[config.mk]
export PLATFORM = sky130hd
export DESIGN_NAME = led_animation_generator
export DESIGN_NICKNAME = d
export VERILOG_FILES = /design/src/hw/rtl/lag_pkg.sv /design/src/hw/rtl/led_animation_generator.sv /design/src/hw/rtl/lag_divider.sv
export SDC_FILE = /design/constraint.sdc
export NUM_CORES = 2
export LEC_CHECK = 0
export ABC_AREA = 1
export BUFFER_PORTS_ARGS = -buffer_cell sky130_fd_sc_hd__buf_2
export CORE_ASPECT_RATIO = 1.2
export CORE_UTILIZATION = 59
export DETAILED_ROUTE_END_ITERATION = 8
export PLACE_DENSITY = 0.79
export SYNTH_ARGS = -nofsm -noshare
export SYNTH_HDL_FRONTEND = slang
export SYNTH_SLANG_ARGS = --single-unit
[constraint.sdc]
create_clock -name clk -period 8.7 [get_ports clk]
set_input_delay 0.435 -clock clk [delete_from_list [all_inputs] [get_ports clk]]
set_output_delay 0.435 -clock clk [all_outputs]
set_load 0.02 [all_outputs]
[src/hw/rtl/lag_pkg.sv]
// Shared types and constants for the LED animation generator.
package lag_pkg;

  localparam int LedCount = 4;

  // Running mode codes.
  localparam logic [2:0] ModeNone    = 3'd0;
  localparam logic [2:0] ModeSweep   = 3'd1;
  localparam logic [2:0] ModeWave    = 3'd2;
  localparam logic [2:0] ModeBreathe = 3'd3;
  localparam logic [2:0] ModeDrift   = 3'd4;

  // Register indexes.
  localparam logic [2:0] RegMode   = 3'd0;
  localparam logic [2:0] RegPeriod = 3'd1;
  localparam logic [2:0] RegHue    = 3'd2;
  localparam logic [2:0] RegLoop   = 3'd3;
  localparam logic [2:0] RegEnable = 3'd4;

  localparam logic OpTick  = 1'b0;
  localparam logic OpStart = 1'b1;

  // Restoring divider: 26-bit dividend (value < 2^26), 17-bit divisor.
  localparam int DivW = 26;
  localparam int DivCntW = 5;

  typedef enum logic [3:0] {
    StIdle,
    StSub,
    StDivMod,
    StPrep,
    StDivA,
    StLedPrep,
    StLedDiv,
    StLedNext,
    StHueDiv,
    StOut
  } state_t;

  typedef struct packed {
    logic             start;
    logic [DivW-1:0]  dividend;
    logic [16:0]      divisor;
  } div_req_t;

  typedef struct packed {
    logic             done;
    logic [DivW-1:0]  quot;
    logic [16:0]      rem;
  } div_rsp_t;

endpackage

[src/hw/rtl/led_animation_generator.sv]
// Top level of the four-LED animation generator.
//
// Input channel (in_valid/in_ready) carries operation and now_ms; one result
// item comes out on out_valid/out_ready for every input item.
// A start item latches mode_select, now_ms and a zero loop count; a tick
// renders the running mode into hue and level for each LED.
// Configuration is a plain write port (cfg_we, cfg_index, cfg_data), to be used
// only while the block is idle; the block itself does not enforce this.
// A start item or an idle or disabled tick goes straight to the output;
// sweep and breathe run one division, a drifting breathe two more divisions
// by 255, and the wave a serial modulo, then up to four fade divisions with
// their set-up. Each division runs on the shared bit-serial divider. Items
// are processed one at a time: an item holds the block until its result is
// accepted.
// The result sits in an output register; a stalled receiver holds the
// block in its output state, and no new item is taken until it is drained.
// Reset (rst, synchronous) clears configuration to its defaults and the
// animation state to no mode, zero start time and zero loop count.
module led_animation_generator (
  input  logic        clk,
  input  logic        rst,
  input  logic        cfg_we,
  input  logic [2:0]  cfg_index,
  input  logic [15:0] cfg_data,
  input  logic        in_valid,
  output logic        in_ready,
  input  logic        operation,
  input  logic [31:0] now_ms,
  output logic        out_valid,
  input  logic        out_ready,
  output logic        show,
  output logic [7:0]  hue_led0,
  output logic [7:0]  hue_led1,
  output logic [7:0]  hue_led2,
  output logic [7:0]  hue_led3,
  output logic [6:0]  level_led0,
  output logic [6:0]  level_led1,
  output logic [6:0]  level_led2,
  output logic [6:0]  level_led3,
  output logic        running
);

  localparam int LedCnt = lag_pkg::LedCount;

  // Configuration registers.
  logic [2:0]  mode_select;
  logic [15:0] period_ms;
  logic [7:0]  base_hue;
  logic        loop_enable;
  logic        enabled;

  // Animation state.
  logic [2:0]  running_mode;
  logic [31:0] start_time;
  logic [31:0] loop_counter;

  // Working registers for the item in flight.
  logic        op;
  logic [31:0] now;
  logic [31:0] elapsed;
  logic [16:0] tval;      // elapsed mod period (wave)
  logic [1:0]  led;
  logic [6:0]  lvl [LedCnt];
  logic [7:0]  hue [LedCnt];
  logic        shw;

  lag_pkg::state_t state, state_next;
  lag_pkg::div_req_t dreq;
  lag_pkg::div_rsp_t drsp;

  lag_divider u_div (.clk(clk), .rst(rst), .req(dreq), .rsp(drsp));

  // Derived period quantities.
  logic [15:0] half;
  logic [13:0] quarter;
  logic [14:0] fade;
  logic [10:0] q10;
  assign half    = period_ms >> 1;
  assign quarter = period_ms[15:2];
  // quarter/10 by reciprocal: 14-bit value, 13108/2^17 is exact here.
  logic [27:0] q10p;
  assign q10p = 28'(quarter) * 28'd13108;
  assign q10  = q10p[27:17];
  assign fade = 15'(quarter) + 15'(q10);

  // Breathe dividend: e*63 or (e-h)*63, only used when e < P <= 65535.
  logic        first_half;
  logic [15:0] bsub;
  assign first_half = elapsed[15:0] < half;
  assign bsub = first_half ? elapsed[15:0] : elapsed[15:0] - half;

  // Wave offset for current LED.
  logic [17:0] d_raw;
  logic [18:0] d_fold;
  logic [17:0] d_abs;
  logic [15:0] hw;
  assign hw = half;
  always_comb begin
    d_raw  = {1'b0, tval} - 18'(18'(led) * 18'(quarter));
    d_fold = {d_raw[17], d_raw};
    if ($signed(d_fold) < -$signed({3'b0, hw}))
      d_fold = d_fold + {3'b0, period_ms};
    else if ($signed(d_fold) > $signed({3'b0, hw}))
      d_fold = d_fold - {3'b0, period_ms};
    d_abs = d_fold[18] ? 18'(-d_fold) : d_fold[17:0];
  end

  // Drift hue: base - 3*count, remainder by 255 truncated toward zero.
  // 3*count is reduced modulo 255 in two divider passes; the hue then
  // follows from that remainder, base mod 255 and the sign of base - 3*count.
  logic [34:0] drift_prod;
  assign drift_prod = 35'(loop_counter) * 35'd3;

  logic [7:0] drift_r;
  logic [7:0] bmod;
  logic [7:0] hmod;
  logic [7:0] drift_hue;
  logic       drift_neg;
  assign drift_r   = drsp.rem[7:0];
  assign bmod      = (base_hue == 8'd255) ? 8'd0 : base_hue;
  assign hmod      = (bmod >= drift_r) ? bmod - drift_r : bmod - drift_r + 8'd255;
  assign drift_neg = drift_prod > 35'(base_hue);
  assign drift_hue = (hmod == 8'd0) ? 8'd0 : (drift_neg ? hmod + 8'd1 : hmod);

  logic        in_acc, out_acc;
  assign in_acc  = in_valid && in_ready;
  assign out_acc = out_valid && out_ready;
  assign in_ready  = (state == lag_pkg::StIdle);
  assign out_valid = (state == lag_pkg::StOut);

  logic is_breathe;
  assign is_breathe = running_mode == lag_pkg::ModeBreathe ||
                      running_mode == lag_pkg::ModeDrift;

  // Marks the second of the two drift passes.
  logic        drift_pass;

  // Serial modulo for the wave: one bit of elapsed per cycle.
  logic [16:0] modr;
  logic [5:0]  modcnt;
  logic        modbusy;
  logic [17:0] modtrial;
  assign modtrial = {modr, elapsed[modcnt[4:0]]} - {2'b0, period_ms};

  // Next state.
  always_comb begin
    state_next = state;
    case (state)
      lag_pkg::StIdle:    if (in_acc) state_next = lag_pkg::StSub;
      lag_pkg::StSub: begin
        if (op == lag_pkg::OpStart || !enabled) state_next = lag_pkg::StOut;
        else if (running_mode == lag_pkg::ModeWave) state_next = lag_pkg::StDivMod;
        else if (running_mode == lag_pkg::ModeSweep || is_breathe)
          state_next = lag_pkg::StPrep;
        else state_next = lag_pkg::StOut;
      end
      lag_pkg::StDivMod:  if (modbusy && modcnt == '0) state_next = lag_pkg::StLedPrep;
      lag_pkg::StPrep: begin
        if (elapsed >= {16'd0, period_ms}) state_next = lag_pkg::StOut;
        else state_next = lag_pkg::StDivA;
      end
      lag_pkg::StDivA: begin
        if (drsp.done) begin
          if (running_mode == lag_pkg::ModeDrift) state_next = lag_pkg::StHueDiv;
          else state_next = lag_pkg::StOut;
        end
      end
      lag_pkg::StHueDiv:  if (drsp.done && drift_pass) state_next = lag_pkg::StOut;
      lag_pkg::StLedPrep: begin
        if (d_abs > 18'(fade) || fade == '0) state_next = lag_pkg::StLedNext;
        else state_next = lag_pkg::StLedDiv;
      end
      lag_pkg::StLedDiv:  if (drsp.done) state_next = lag_pkg::StLedNext;
      lag_pkg::StLedNext: begin
        if (led == 2'(LedCnt - 1)) state_next = lag_pkg::StOut;
        else state_next = lag_pkg::StLedPrep;
      end
      lag_pkg::StOut:     if (out_acc) state_next = lag_pkg::StIdle;
      default:            state_next = lag_pkg::StIdle;
    endcase
  end

  // Divider requests.
  always_comb begin
    dreq.start    = 1'b0;
    dreq.dividend = '0;
    dreq.divisor  = 17'd1;
    case (state)
      lag_pkg::StPrep: begin
        dreq.start = elapsed < {16'd0, period_ms};
        if (running_mode == lag_pkg::ModeSweep) begin
          dreq.dividend = 26'(24'(elapsed[15:0]) * 24'd255);
          dreq.divisor  = 17'(period_ms);
        end else begin
          // zero half period: e is 0 here, so a unit divisor gives level 0
          dreq.dividend = 26'(22'(bsub) * 22'd63);
          dreq.divisor  = (half == '0) ? 17'd1 : 17'(half);
        end
      end
      lag_pkg::StLedPrep: begin
        dreq.start    = !(d_abs > 18'(fade) || fade == '0);
        dreq.dividend = 26'({d_abs, 6'b0});
        dreq.divisor  = 17'(fade);
      end
      default: ;
    endcase
    if (state == lag_pkg::StDivA && drsp.done &&
        running_mode == lag_pkg::ModeDrift) begin
      dreq.start    = 1'b1;
      dreq.dividend = 26'(drift_prod[34:17]);
      dreq.divisor  = 17'd255;
    end
    if (state == lag_pkg::StHueDiv && drsp.done && !drift_pass) begin
      dreq.start    = 1'b1;
      dreq.dividend = 26'({drsp.rem[7:0], drift_prod[16:0]});
      dreq.divisor  = 17'd255;
    end
  end

  // Control state, configuration and animation state registers.
  always_ff @(posedge clk) begin
    if (rst) begin
      state        <= lag_pkg::StIdle;
      mode_select  <= lag_pkg::ModeNone;
      period_ms    <= 16'd1000;
      base_hue     <= 8'd0;
      loop_enable  <= 1'b1;
      enabled      <= 1'b1;
      running_mode <= lag_pkg::ModeNone;
      start_time   <= '0;
      loop_counter <= '0;
      drift_pass   <= 1'b0;
      modbusy      <= 1'b0;
    end else begin
      state <= state_next;
      if (cfg_we) begin
        case (cfg_index)
          lag_pkg::RegMode:   mode_select <= cfg_data[2:0];
          lag_pkg::RegPeriod: period_ms   <= cfg_data;
          lag_pkg::RegHue:    base_hue    <= cfg_data[7:0];
          lag_pkg::RegLoop:   loop_enable <= cfg_data[0];
          lag_pkg::RegEnable: enabled     <= cfg_data[0];
          default: ;
        endcase
      end
      if (state == lag_pkg::StSub && op == lag_pkg::OpStart) begin
        running_mode <= (mode_select <= lag_pkg::ModeDrift) ? mode_select
                                                            : lag_pkg::ModeNone;
        start_time   <= now;
        loop_counter <= '0;
      end
      if (state == lag_pkg::StPrep && elapsed >= {16'd0, period_ms}) begin
        if (loop_enable) begin
          start_time <= now;
          if (running_mode == lag_pkg::ModeDrift) loop_counter <= loop_counter + 1'b1;
        end else begin
          running_mode <= lag_pkg::ModeNone;
        end
      end
      if (state == lag_pkg::StDivA) drift_pass <= 1'b0;
      else if (state == lag_pkg::StHueDiv && drsp.done) drift_pass <= 1'b1;
      if (state == lag_pkg::StSub && op == lag_pkg::OpTick && enabled &&
          running_mode == lag_pkg::ModeWave) modbusy <= 1'b1;
      else if (modbusy && modcnt == '0) modbusy <= 1'b0;
    end
  end

  // Payload and working registers.
  always_ff @(posedge clk) begin
    if (in_acc) begin
      op  <= operation;
      now <= now_ms;
      led <= '0;
      shw <= 1'b0;
      for (int i = 0; i < LedCnt; i++) begin
        hue[i] <= '0;
        lvl[i] <= '0;
      end
    end
    if (state == lag_pkg::StSub) begin
      modr   <= '0;
      modcnt <= 6'd31;
      if (op == lag_pkg::OpTick && enabled && running_mode == lag_pkg::ModeWave) begin
        shw <= 1'b1;
        for (int i = 0; i < LedCnt; i++) hue[i] <= base_hue;
      end
    end
    if (modbusy) begin
      modr   <= modtrial[17] ? modtrial[16:0] + 17'(period_ms)
                             : modtrial[16:0];
      modcnt <= modcnt - 1'b1;
      if (modcnt == '0)
        tval <= (period_ms == '0) ? '0
              : (modtrial[17] ? modtrial[16:0] + 17'(period_ms) : modtrial[16:0]);
    end
    if (state == lag_pkg::StIdle) elapsed <= now_ms - start_time;
    if (state == lag_pkg::StPrep) begin
      if (elapsed >= {16'd0, period_ms}) begin
        if (!loop_enable && is_breathe) shw <= 1'b1;
      end else begin
        shw <= 1'b1;
        if (is_breathe) begin
          for (int i = 0; i < LedCnt; i++) hue[i] <= base_hue;
          if (!first_half && half == '0)
            for (int i = 0; i < LedCnt; i++) lvl[i] <= 7'd0;
        end
      end
    end
    if (state == lag_pkg::StDivA && drsp.done) begin
      if (running_mode == lag_pkg::ModeSweep) begin
        for (int i = 0; i < LedCnt; i++) lvl[i] <= 7'd48;
        hue[0] <= 8'd160 + drsp.quot[7:0];
        hue[1] <= 8'd64  + drsp.quot[7:0];
        hue[2] <= 8'd128 + drsp.quot[7:0];
        hue[3] <= 8'd192 + drsp.quot[7:0];
      end else begin
        for (int i = 0; i < LedCnt; i++)
          lvl[i] <= first_half ? {1'b0, drsp.quot[5:0]}
                               : {1'b0, 6'(7'd64 - 7'(drsp.quot[6:0]))};
      end
    end
    if (state == lag_pkg::StHueDiv && drsp.done && drift_pass) begin
      for (int i = 0; i < LedCnt; i++) hue[i] <= drift_hue;
    end
    if (state == lag_pkg::StLedPrep) begin
      if (d_abs > 18'(fade)) lvl[lag_pkg_order(led)] <= 7'd0;
      else if (fade == '0) lvl[lag_pkg_order(led)] <= 7'd64;
    end
    if (state == lag_pkg::StLedDiv && drsp.done)
      lvl[lag_pkg_order(led)] <= 7'd64 - drsp.quot[6:0];
    if (state == lag_pkg::StLedNext) led <= led + 1'b1;
  end

  function automatic logic [1:0] lag_pkg_order(input logic [1:0] i);
    case (i)
      2'd2:    lag_pkg_order = 2'd3;
      2'd3:    lag_pkg_order = 2'd2;
      default: lag_pkg_order = i;
    endcase
  endfunction

  assign show       = shw;
  assign hue_led0   = hue[0];
  assign hue_led1   = hue[1];
  assign hue_led2   = hue[2];
  assign hue_led3   = hue[3];
  assign level_led0 = lvl[0];
  assign level_led1 = lvl[1];
  assign level_led2 = lvl[2];
  assign level_led3 = lvl[3];
  assign running    = running_mode != lag_pkg::ModeNone;

  assert property (@(posedge clk) disable iff (rst) in_acc |=> !in_ready)
    else $error("item taken while busy");
  assert property (@(posedge clk) disable iff (rst) out_valid && !out_ready |=> out_valid)
    else $error("result dropped");
  assert property (@(posedge clk) disable iff (rst) !show |-> hue_led0 == '0 || out_valid == 1'b0)
    else $error("hidden fields not cleared");

endmodule

[src/hw/rtl/lag_divider.sv]
// Bit-serial restoring divider, one quotient bit per cycle.
module lag_divider (
  input  logic              clk,
  input  logic              rst,
  input  lag_pkg::div_req_t req,
  output lag_pkg::div_rsp_t rsp
);

  logic [lag_pkg::DivW-1:0]    quot;
  logic [17:0]                 rem;
  logic [16:0]                 dvs;
  logic [lag_pkg::DivCntW-1:0] cnt;
  logic                        busy;
  logic                        done;
  logic [17:0]                 trial;

  assign trial = {rem[16:0], quot[lag_pkg::DivW-1]} - {1'b0, dvs};

  always_ff @(posedge clk) begin
    if (rst) begin
      busy <= 1'b0;
      done <= 1'b0;
    end else begin
      done <= 1'b0;
      if (req.start) begin
        busy <= 1'b1;
        cnt  <= lag_pkg::DivCntW'(lag_pkg::DivW - 1);
      end else if (busy) begin
        if (cnt == '0) begin
          busy <= 1'b0;
          done <= 1'b1;
        end
        cnt <= cnt - 1'b1;
      end
    end
  end

  always_ff @(posedge clk) begin
    if (req.start) begin
      quot <= req.dividend;
      rem  <= '0;
      dvs  <= req.divisor;
    end else if (busy) begin
      if (!trial[17]) begin
        rem  <= trial;
        quot <= {quot[lag_pkg::DivW-2:0], 1'b1};
      end else begin
        rem  <= {rem[16:0], quot[lag_pkg::DivW-1]};
        quot <= {quot[lag_pkg::DivW-2:0], 1'b0};
      end
    end
  end

  assign rsp.done = done;
  assign rsp.quot = quot;
  assign rsp.rem  = rem[16:0];

  assert property (@(posedge clk) disable iff (rst) done |-> !busy)
    else $error("divider done while busy");
  assert property (@(posedge clk) disable iff (rst) req.start |=> busy)
    else $error("divider did not start");
  assert property (@(posedge clk) disable iff (rst) done |=> !done)
    else $error("divider done held");

endmodule
# [After elaboration in Yosys (flattened, before gate mapping)]
# Memories as Yosys holds them, arrays and structs flattened.
# Index checks and enable logic that the tools add are counted.
[totals] ff_bits=277 in_bits=57 out_inout_bits=64 wordCells=307 mem_count=2 mem_bits_rw=60
[op_classes] muxes=130 magnitude_cmp=10 n_reduce_logical=53 n_addsub=23 eq_ne=26 n_bitwise=33 multipliers=5
[memory_table] memory="hue" depth=4 width=8 rd=4 rd_clocked_by_memory_dff=0 wr=4 line="led_animation_generator.sv:64" text="logic [7:0] hue [LedCnt];"
[memory_table] memory="lvl" depth=4 width=7 rd=4 rd_clocked_by_memory_dff=0 wr=4 line="led_animation_generator.sv:63" text="logic [6:0] lvl [LedCnt];"
[ops] cell="$mux W32" n=7
[ops] cell="$mux W8" n=20
[ops] cell="$mux W7" n=15
[ops] cell="$mux W44" n=2
[ops] cell="$pmux W44 S2" n=1
[ops] cell="$mux W17" n=4
[ops] cell="$mux W26" n=2
[ops] cell="$mux W1" n=48
[ops] cell="$mux W4" n=11
[ops] cell="$mux W41" n=1
[ops] cell="$pmux W4 S10" n=1
[ops] cell="$mux W19" n=2
[ops] cell="$gt A34 B8 Y1" n=1
[ops] cell="$mul A32 B2 Y34 const B" n=1
[ops] cell="$add A32 B1 Y32 const B" n=1
[ops] cell="$ge A32 B16 Y1" n=1
[ops] cell="$logic_not A16 Y1" n=2
[ops] cell="$lt A32 B16 Y1" n=1
[ops] cell="$sub A32 B32 Y32" n=1
[ops] cell="$or A1 B1 Y1" n=30
[ops] cell="$mul A14 B12 Y26 const B" n=1
[ops] cell="$add A8 B8 Y8 const A" n=3
[ops] cell="$mul A16 B8 Y24 const B" n=1
[ops] cell="$mul A16 B6 Y22 const B" n=1
[ops] cell="other kinds (63)" n=122

# [Depth between registers and ports, before layout]
[depth] ltp_word=15 depth_mapped=56 ltp_nobuf=53

# [Modules after synthesis]
# From an unflattened synthesis, not the netlist that was laid out.
[unflattened] cells_unflattened=4611 area_unflattened_um2=36064.6
[by_module_without_submodules] module="led_animation_generator" seq_area_each_um2=7076.8 cells_per_inst=4088 area_each_um2=31988.2 n_inst=1
[by_module_without_submodules] module="lag_divider" seq_area_each_um2=1821.7 cells_per_inst=523 area_each_um2=4076.4 n_inst=1

# [Least setup slack after synthesis]
# No wires, ideal clock.
[synth_path] path_kind="register to register" startpoint="reg period_ms[7]" endpoint="reg u_div.cnt[0] (netlist bit), enable pin" path_slack_ns=-0.136 arrival_ns=8.526 period_less_slack_ns=8.836 setup_time_ns=0.310 required_ns=8.390 path_buffers=1 stages_incl_launch_ff=50 cell_sequence="dfxtp_1 -> inv_1 -> ha_1 -> inv_1 -> fa_1 -> inv_1 -> fa_1 -> inv_1 -> fa_1 -> inv_1 -> fa_1 -> ha_1 -> a21oi_1 -> o21ai_0 -> a21oi_1 -> o21ai_0 -> a21oi_1 -> inv_1 -> [... 14 more ...] -> nand2_1 -> inv_1 -> nand3_1 -> nor3_1 -> o21ai_0 -> o2111ai_1 -> nand2_1 -> o211ai_1 -> a21oi_1 -> a31oi_1 -> nor2_2 -> nand3_2 -> nor2_2 -> nor2_2 -> buf_6 -> nand2_1 -> nand2_1 -> inv_1"
[synth_between] elab_chain_cells=15 word_cells_on_any_way=23 classes_between="add/sub (6); mul (2); order compare (4); mux (6); reduce/logical (5)"
[synth_lines] element="start, declared" line="led_animation_generator.sv:47" text="logic [15:0] period_ms;"
[synth_lines] element="start signal, assigned" line="led_animation_generator.sv:239" text="lag_pkg::RegPeriod: period_ms <= cfg_data;"
[synth_lines] element="$mul A2 B14 Y16" line="led_animation_generator.sv:99" text="d_raw = {1'b0, tval} - 18'(18'(led) * 18'(quarter));"
[synth_lines] element="$sub A17 B16 Y18" line="led_animation_generator.sv:99"
[synth_lines] element="$sub A18 B17 Y19 or $gt A18 B16 Y1 (tied branches)" line="led_animation_generator.sv:104, led_animation_generator.sv:103"
[synth_lines] element="$mux W19" line="led_animation_generator.sv:103" text="else if ($signed(d_fold) > $signed({3'b0, hw}))"
[synth_lines] element="$mux W19" line="led_animation_generator.sv:101" text="if ($signed(d_fold) < -$signed({3'b0, hw}))"
[synth_lines] element="$neg A18 Y18" line="led_animation_generator.sv:105" text="d_abs = d_fold[18] ? 18'(-d_fold) : d_fold[17:0];"
[synth_lines] element="$mux W18" line="led_animation_generator.sv:105"
[synth_lines] element="$gt A18 B15 Y1" line="led_animation_generator.sv:201" text="dreq.start = !(d_abs > 18'(fade) || fade == '0);"
[synth_lines] element="$logic_or A1 B1 Y1" line="led_animation_generator.sv:201"
[synth_lines] element="$logic_not A1 Y1" line="led_animation_generator.sv:201"
[synth_lines] element="$pmux W44 S2 *" line="led_animation_generator.sv:188" text="case (state)"
[synth_lines] element="$mux W44 *" line="led_animation_generator.sv:207" text="if (state == lag_pkg::StDivA && drsp.done &&"
[synth_lines] element="$mux W44 *" line="led_animation_generator.sv:213" text="if (state == lag_pkg::StHueDiv && drsp.done && !drift_pass) begin"
[synth_lines] element="$reduce_bool A2 Y1 (no source line) *"
[synth_lines] element="$reduce_and A2 Y1 (no source line) *"
[synth_lines] element="end signal, assigned" line="lag_divider.sv:27" text="cnt <= lag_pkg::DivCntW'(lag_pkg::DivW - 1);"
[synth_lines] element="end signal, assigned" line="lag_divider.sv:33" text="cnt <= cnt - 1'b1;"
[synth_lines] element="end, declared" line="lag_divider.sv:12" text="logic [lag_pkg::DivCntW-1:0] cnt;"
# Every way passes the cells marked *; elsewhere a longest branch is shown, timed or not.
# A chain may end at the register's enable or synchronous reset.

# [Worst setup path in the final report]
[layout_path] startpoint="reg period_ms[8]" endpoint="reg u_div.quot[8] (netlist bit), enable pin"
[layout_between] elab_chain_cells=14 word_cells_on_any_way=22 classes_between="add/sub (6); mul (2); order compare (4); mux (6); reduce/logical (4)"
[layout_lines] element="$mul A2 B14 Y16" line="led_animation_generator.sv:99"
[layout_lines] element="$sub A17 B16 Y18" line="led_animation_generator.sv:99"
[layout_lines] element="$sub A18 B17 Y19 or $gt A18 B16 Y1 (tied branches)" line="led_animation_generator.sv:104, led_animation_generator.sv:103"
[layout_lines] element="$mux W19" line="led_animation_generator.sv:103"
[layout_lines] element="$mux W19" line="led_animation_generator.sv:101"
[layout_lines] element="$neg A18 Y18" line="led_animation_generator.sv:105"
[layout_lines] element="$mux W18" line="led_animation_generator.sv:105"
[layout_lines] element="$gt A18 B15 Y1" line="led_animation_generator.sv:201"
[layout_lines] element="$logic_or A1 B1 Y1" line="led_animation_generator.sv:201"
[layout_lines] element="$logic_not A1 Y1" line="led_animation_generator.sv:201"
[layout_lines] element="$pmux W44 S2 *" line="led_animation_generator.sv:188"
[layout_lines] element="$mux W44 *" line="led_animation_generator.sv:207"
[layout_lines] element="$mux W44 *" line="led_animation_generator.sv:213"
[layout_lines] element="$reduce_bool A2 Y1 (no source line) *"
[layout_lines] element="end signal, assigned" line="lag_divider.sv:40" text="quot <= req.dividend;"
[layout_lines] element="end signal, assigned" line="lag_divider.sv:46" text="quot <= {quot[lag_pkg::DivW-2:0], 1'b1};"
[layout_lines] element="end signal, assigned" line="lag_divider.sv:49" text="quot <= {quot[lag_pkg::DivW-2:0], 1'b0};"
[layout_lines] element="end, declared" line="lag_divider.sv:9" text="logic [lag_pkg::DivW-1:0] quot;"
# Marked as above.

==> metrics <==
Worst Path Arrival=about 8.8 ns; initial antenna violation count=1; predominant post-synthesis flop cell=edfxtp_1; post-synth net total=approximately 5,200; HP Class=primary input to register; antenna-violating nets left=0; pins over their slew limit=5; wire per inst=~19 um; total core area=58,700 um2; WS Path Type=register to register; register area share after synthesis=~25%; clk slew on worst S/H paths=roughly 0.070 ns; synth cell count leaders=nand2_1, inv_1, ha_1; total die area=60,700 um2; Tot GR Track Use=between 30% and 40%; Cell Area, Synth=approximately 35,000 um2; routability cong.=1.01; reg2reg path depth=47; Die W=around 230 um; Clock Skews=between 0.03 and 0.04 ns; setup ws final=0.273 ns; total number of vias=31,500; relative slew slack=-3.09%; Num CTS Buffers=38; clk sink count=336; largest net degree at the start of global routing=63; max incr delay on CP=between 0.5 and 0.6 ns; Crit-path slowest cell=fa_1; Setup violations, final=0; First-pass DRT Iterations=7; reg2reg end=u_div.quot[8]$_DFFE_PP_; largest cells by area after synthesis=edfxtp_1, ha_1, fa_1, nand2_1, inv_1; worst reg2reg setup slack=between 0.2 and 0.3 ns; worst-path maximum fanout=13; via/cell ratio=about 5.7; Startpoint Class=register; largest buffer count on any clock path=3; 1st-iter DRT viols=2,526; drt drc=0; synthesis-to-layout area growth=10.0%; Final min period=~8.4 ns; Hold Crit Start=operation; Post-synth ARST share=0%; I/O pins=121; Max-Cap Viols=1; Setup TNS Final=0 ns; layout cell share with drive strength beyond 1=~7.7%; run status=finished, violations left; worst slack, placed=between 0.2 and 0.3 ns; most used cell, CP=inv_1; Min-Delay Path Depth=1; first-pass GRT wire length=roughly 160 mm; Fin. Hold Viols=0; worst skew pair latency=a little under 0.6 ns; Req. time, crit path=9.04 ns; Critical R2R Launch=period_ms[8]$_SDFFE_PP1P_; Worst Hold Path EP=op$_DFFE_PP_; Critical Path End Type=register; failing checks=max-capacitance violations, max-slew violations; input/output buffers=120; vias in the first global route=slightly above 30,000; count of cell types in the netlist=62; nets=5,381; H-tree depth=2; Syn. warnings=0; total global routing overflow=0; slew at the pin with the worst max-slew slack=about 1.5 ns; Syn Area/Cell=just under 8 um2; cell count after synthesis=roughly 4,500; post-synthesis sequential element count=336; count leader, synth=nand2_1; final WL=104 mm; fmax=approximately 120 MHz; Post-synth EDFFs=around 210; die height=around 270 um; area leader, netlist=edfxtp_1; dpl hpwl=82.3 mm; CTS root buf=clkbuf_16; Rows=just under 100; Final period util=just under 100%; area fraction of the dominant cell type after synthesis=18.2%; Initial Util=between 50 and 60%; clock tree from TritonCTS=yes; fin util=between 60% and 70%
==> critical path, delay by kind of cell (launching register included) <==
family	cells	cell delay (ns)
compound gates	16	2.34
xor+xnor	2	0.33
fa+ha+maj	8	3.23
buf+inv	9	0.74
flops	1	0.33
simple gates	12	1.23
==> cell usage in the layout (no fill, tap or decap), types with 7 or more instances in the layout <==
master and count:
nand2_1 805, inv_1 767, ha_1 459, a21oi_1 391, o21ai_0 326, nor2_1 290, edfxtp_1 214, nand3_1 211
fa_1 184, xor2_1 163, dfxtp_1 121, buf_2 120, buf_4 95, xnor2_1 75, o211ai_1 60, clkbuf_16 40
nor3_1 33, nand4_1 33, a21o_1 19, a31oi_1 18, nand2_2 18, o2111ai_1 18, or2_2 17, nor4_1 16
o21bai_1 16, o21ai_1 16, clkinv_1 12, a221oi_1 12, nand3b_1 11, o21a_1 8, a22oi_1 7, a32oi_1 7
o221ai_1 7
==> layer usage <==
layer | part of all wire, % | global-route usage, %
met1 | 40 | 40.6
met2 | 47 | 57.3
met3 | 6.7 | 4.99
met4 | 6.6 | 20.1
met5 | 0 | 0
==> worst max-delay path by stage <==
stage                              start                         end  cells past startpoint
6_report       period_ms[8]$_SDFFE_PP1P_     u_div.quot[8]$_DFFE_PP_                     47
5_1_grt        period_ms[8]$_SDFFE_PP1P_  u_div.cnt[2]$_SDFFCE_PP0P_                     48
4_1_cts        period_ms[8]$_SDFFE_PP1P_         lvl[0][3]$_DFFE_PP_                     47
3_5_place_dp   period_ms[8]$_SDFFE_PP1P_         lvl[0][4]$_DFFE_PP_                     47
3_3_place_gp   period_ms[7]$_SDFFE_PP1P_         lvl[0][5]$_DFFE_PP_                     47
2_1_floorplan  period_ms[7]$_SDFFE_PP1P_  u_div.cnt[0]$_SDFFCE_PP1P_                     49
==> sequential cells by signal, summed over array words and instances, names as in the netlist, 2 cells and up <==
name and count:
led 2, u_div.quot 26, running_mode 3, state 4, modcnt 6, lvl 28, mode_select 3, now 32
u_div.dvs 16, start_time 32, hue 32, base_hue 8, loop_counter 32, modr 17, period_ms 16, tval 17
u_div.rem 17, elapsed 32, u_div.cnt 5
==> cell families (layout without fill, tap and decap cells) <==
kind of cell | after synthesis | after routing | share of synthesized area (%)
other cells | 0 | 1 | 0
compound gates | 957 | 957 | 15.4
simple gates | 1459 | 1459 | 17.3
fa+ha+maj | 644 | 644 | 26.8
buf+inv | 866 | 1074 | 9.39
flops | 336 | 336 | 25.2
xor+xnor | 238 | 238 | 5.92
==> timing repair <==
action / in CTS / in global routing
hold endpoints to repair: 0 / 0
endpoints found under the setup margin: 0 / 131
resized for setup: 0 / 40
hold buffers: 0 / 0
setup buffers: 0 / 8
==> through the flow <==
| stage | hold slack, ns | cells | area [um2] |
|---|---|---|---|
| 2_1_floorplan | 0.433 | 4500 | 35200 |
| 3_3_place_gp | 0.442 | 5422 | 37200 |
| 3_5_place_dp | 0.451 | 5422 | 37200 |
| 4_1_cts | 0.0124 | 5490 | 38500 |
| 5_1_grt | 0.0300 | 5500 | 38800 |
| 6_report | 0.0320 | 5501 | 38800 |
==> area by class of cell <==
cell class / count / area, um2
multi-input combinational: 3298 / 23200
fill: 5093 / 20000
sequential: 336 / 8870
inverter: 781 / 2940
timing repair buffer: 225 / 1510
tap: 792 / 991
clock buffer: 42 / 966
clock inverter: 26 / 310
antenna: 1 / 2.50
Power is not shown: default switching activity piles up to over one toggle a cycle in this logic, so the estimate is an artifact.
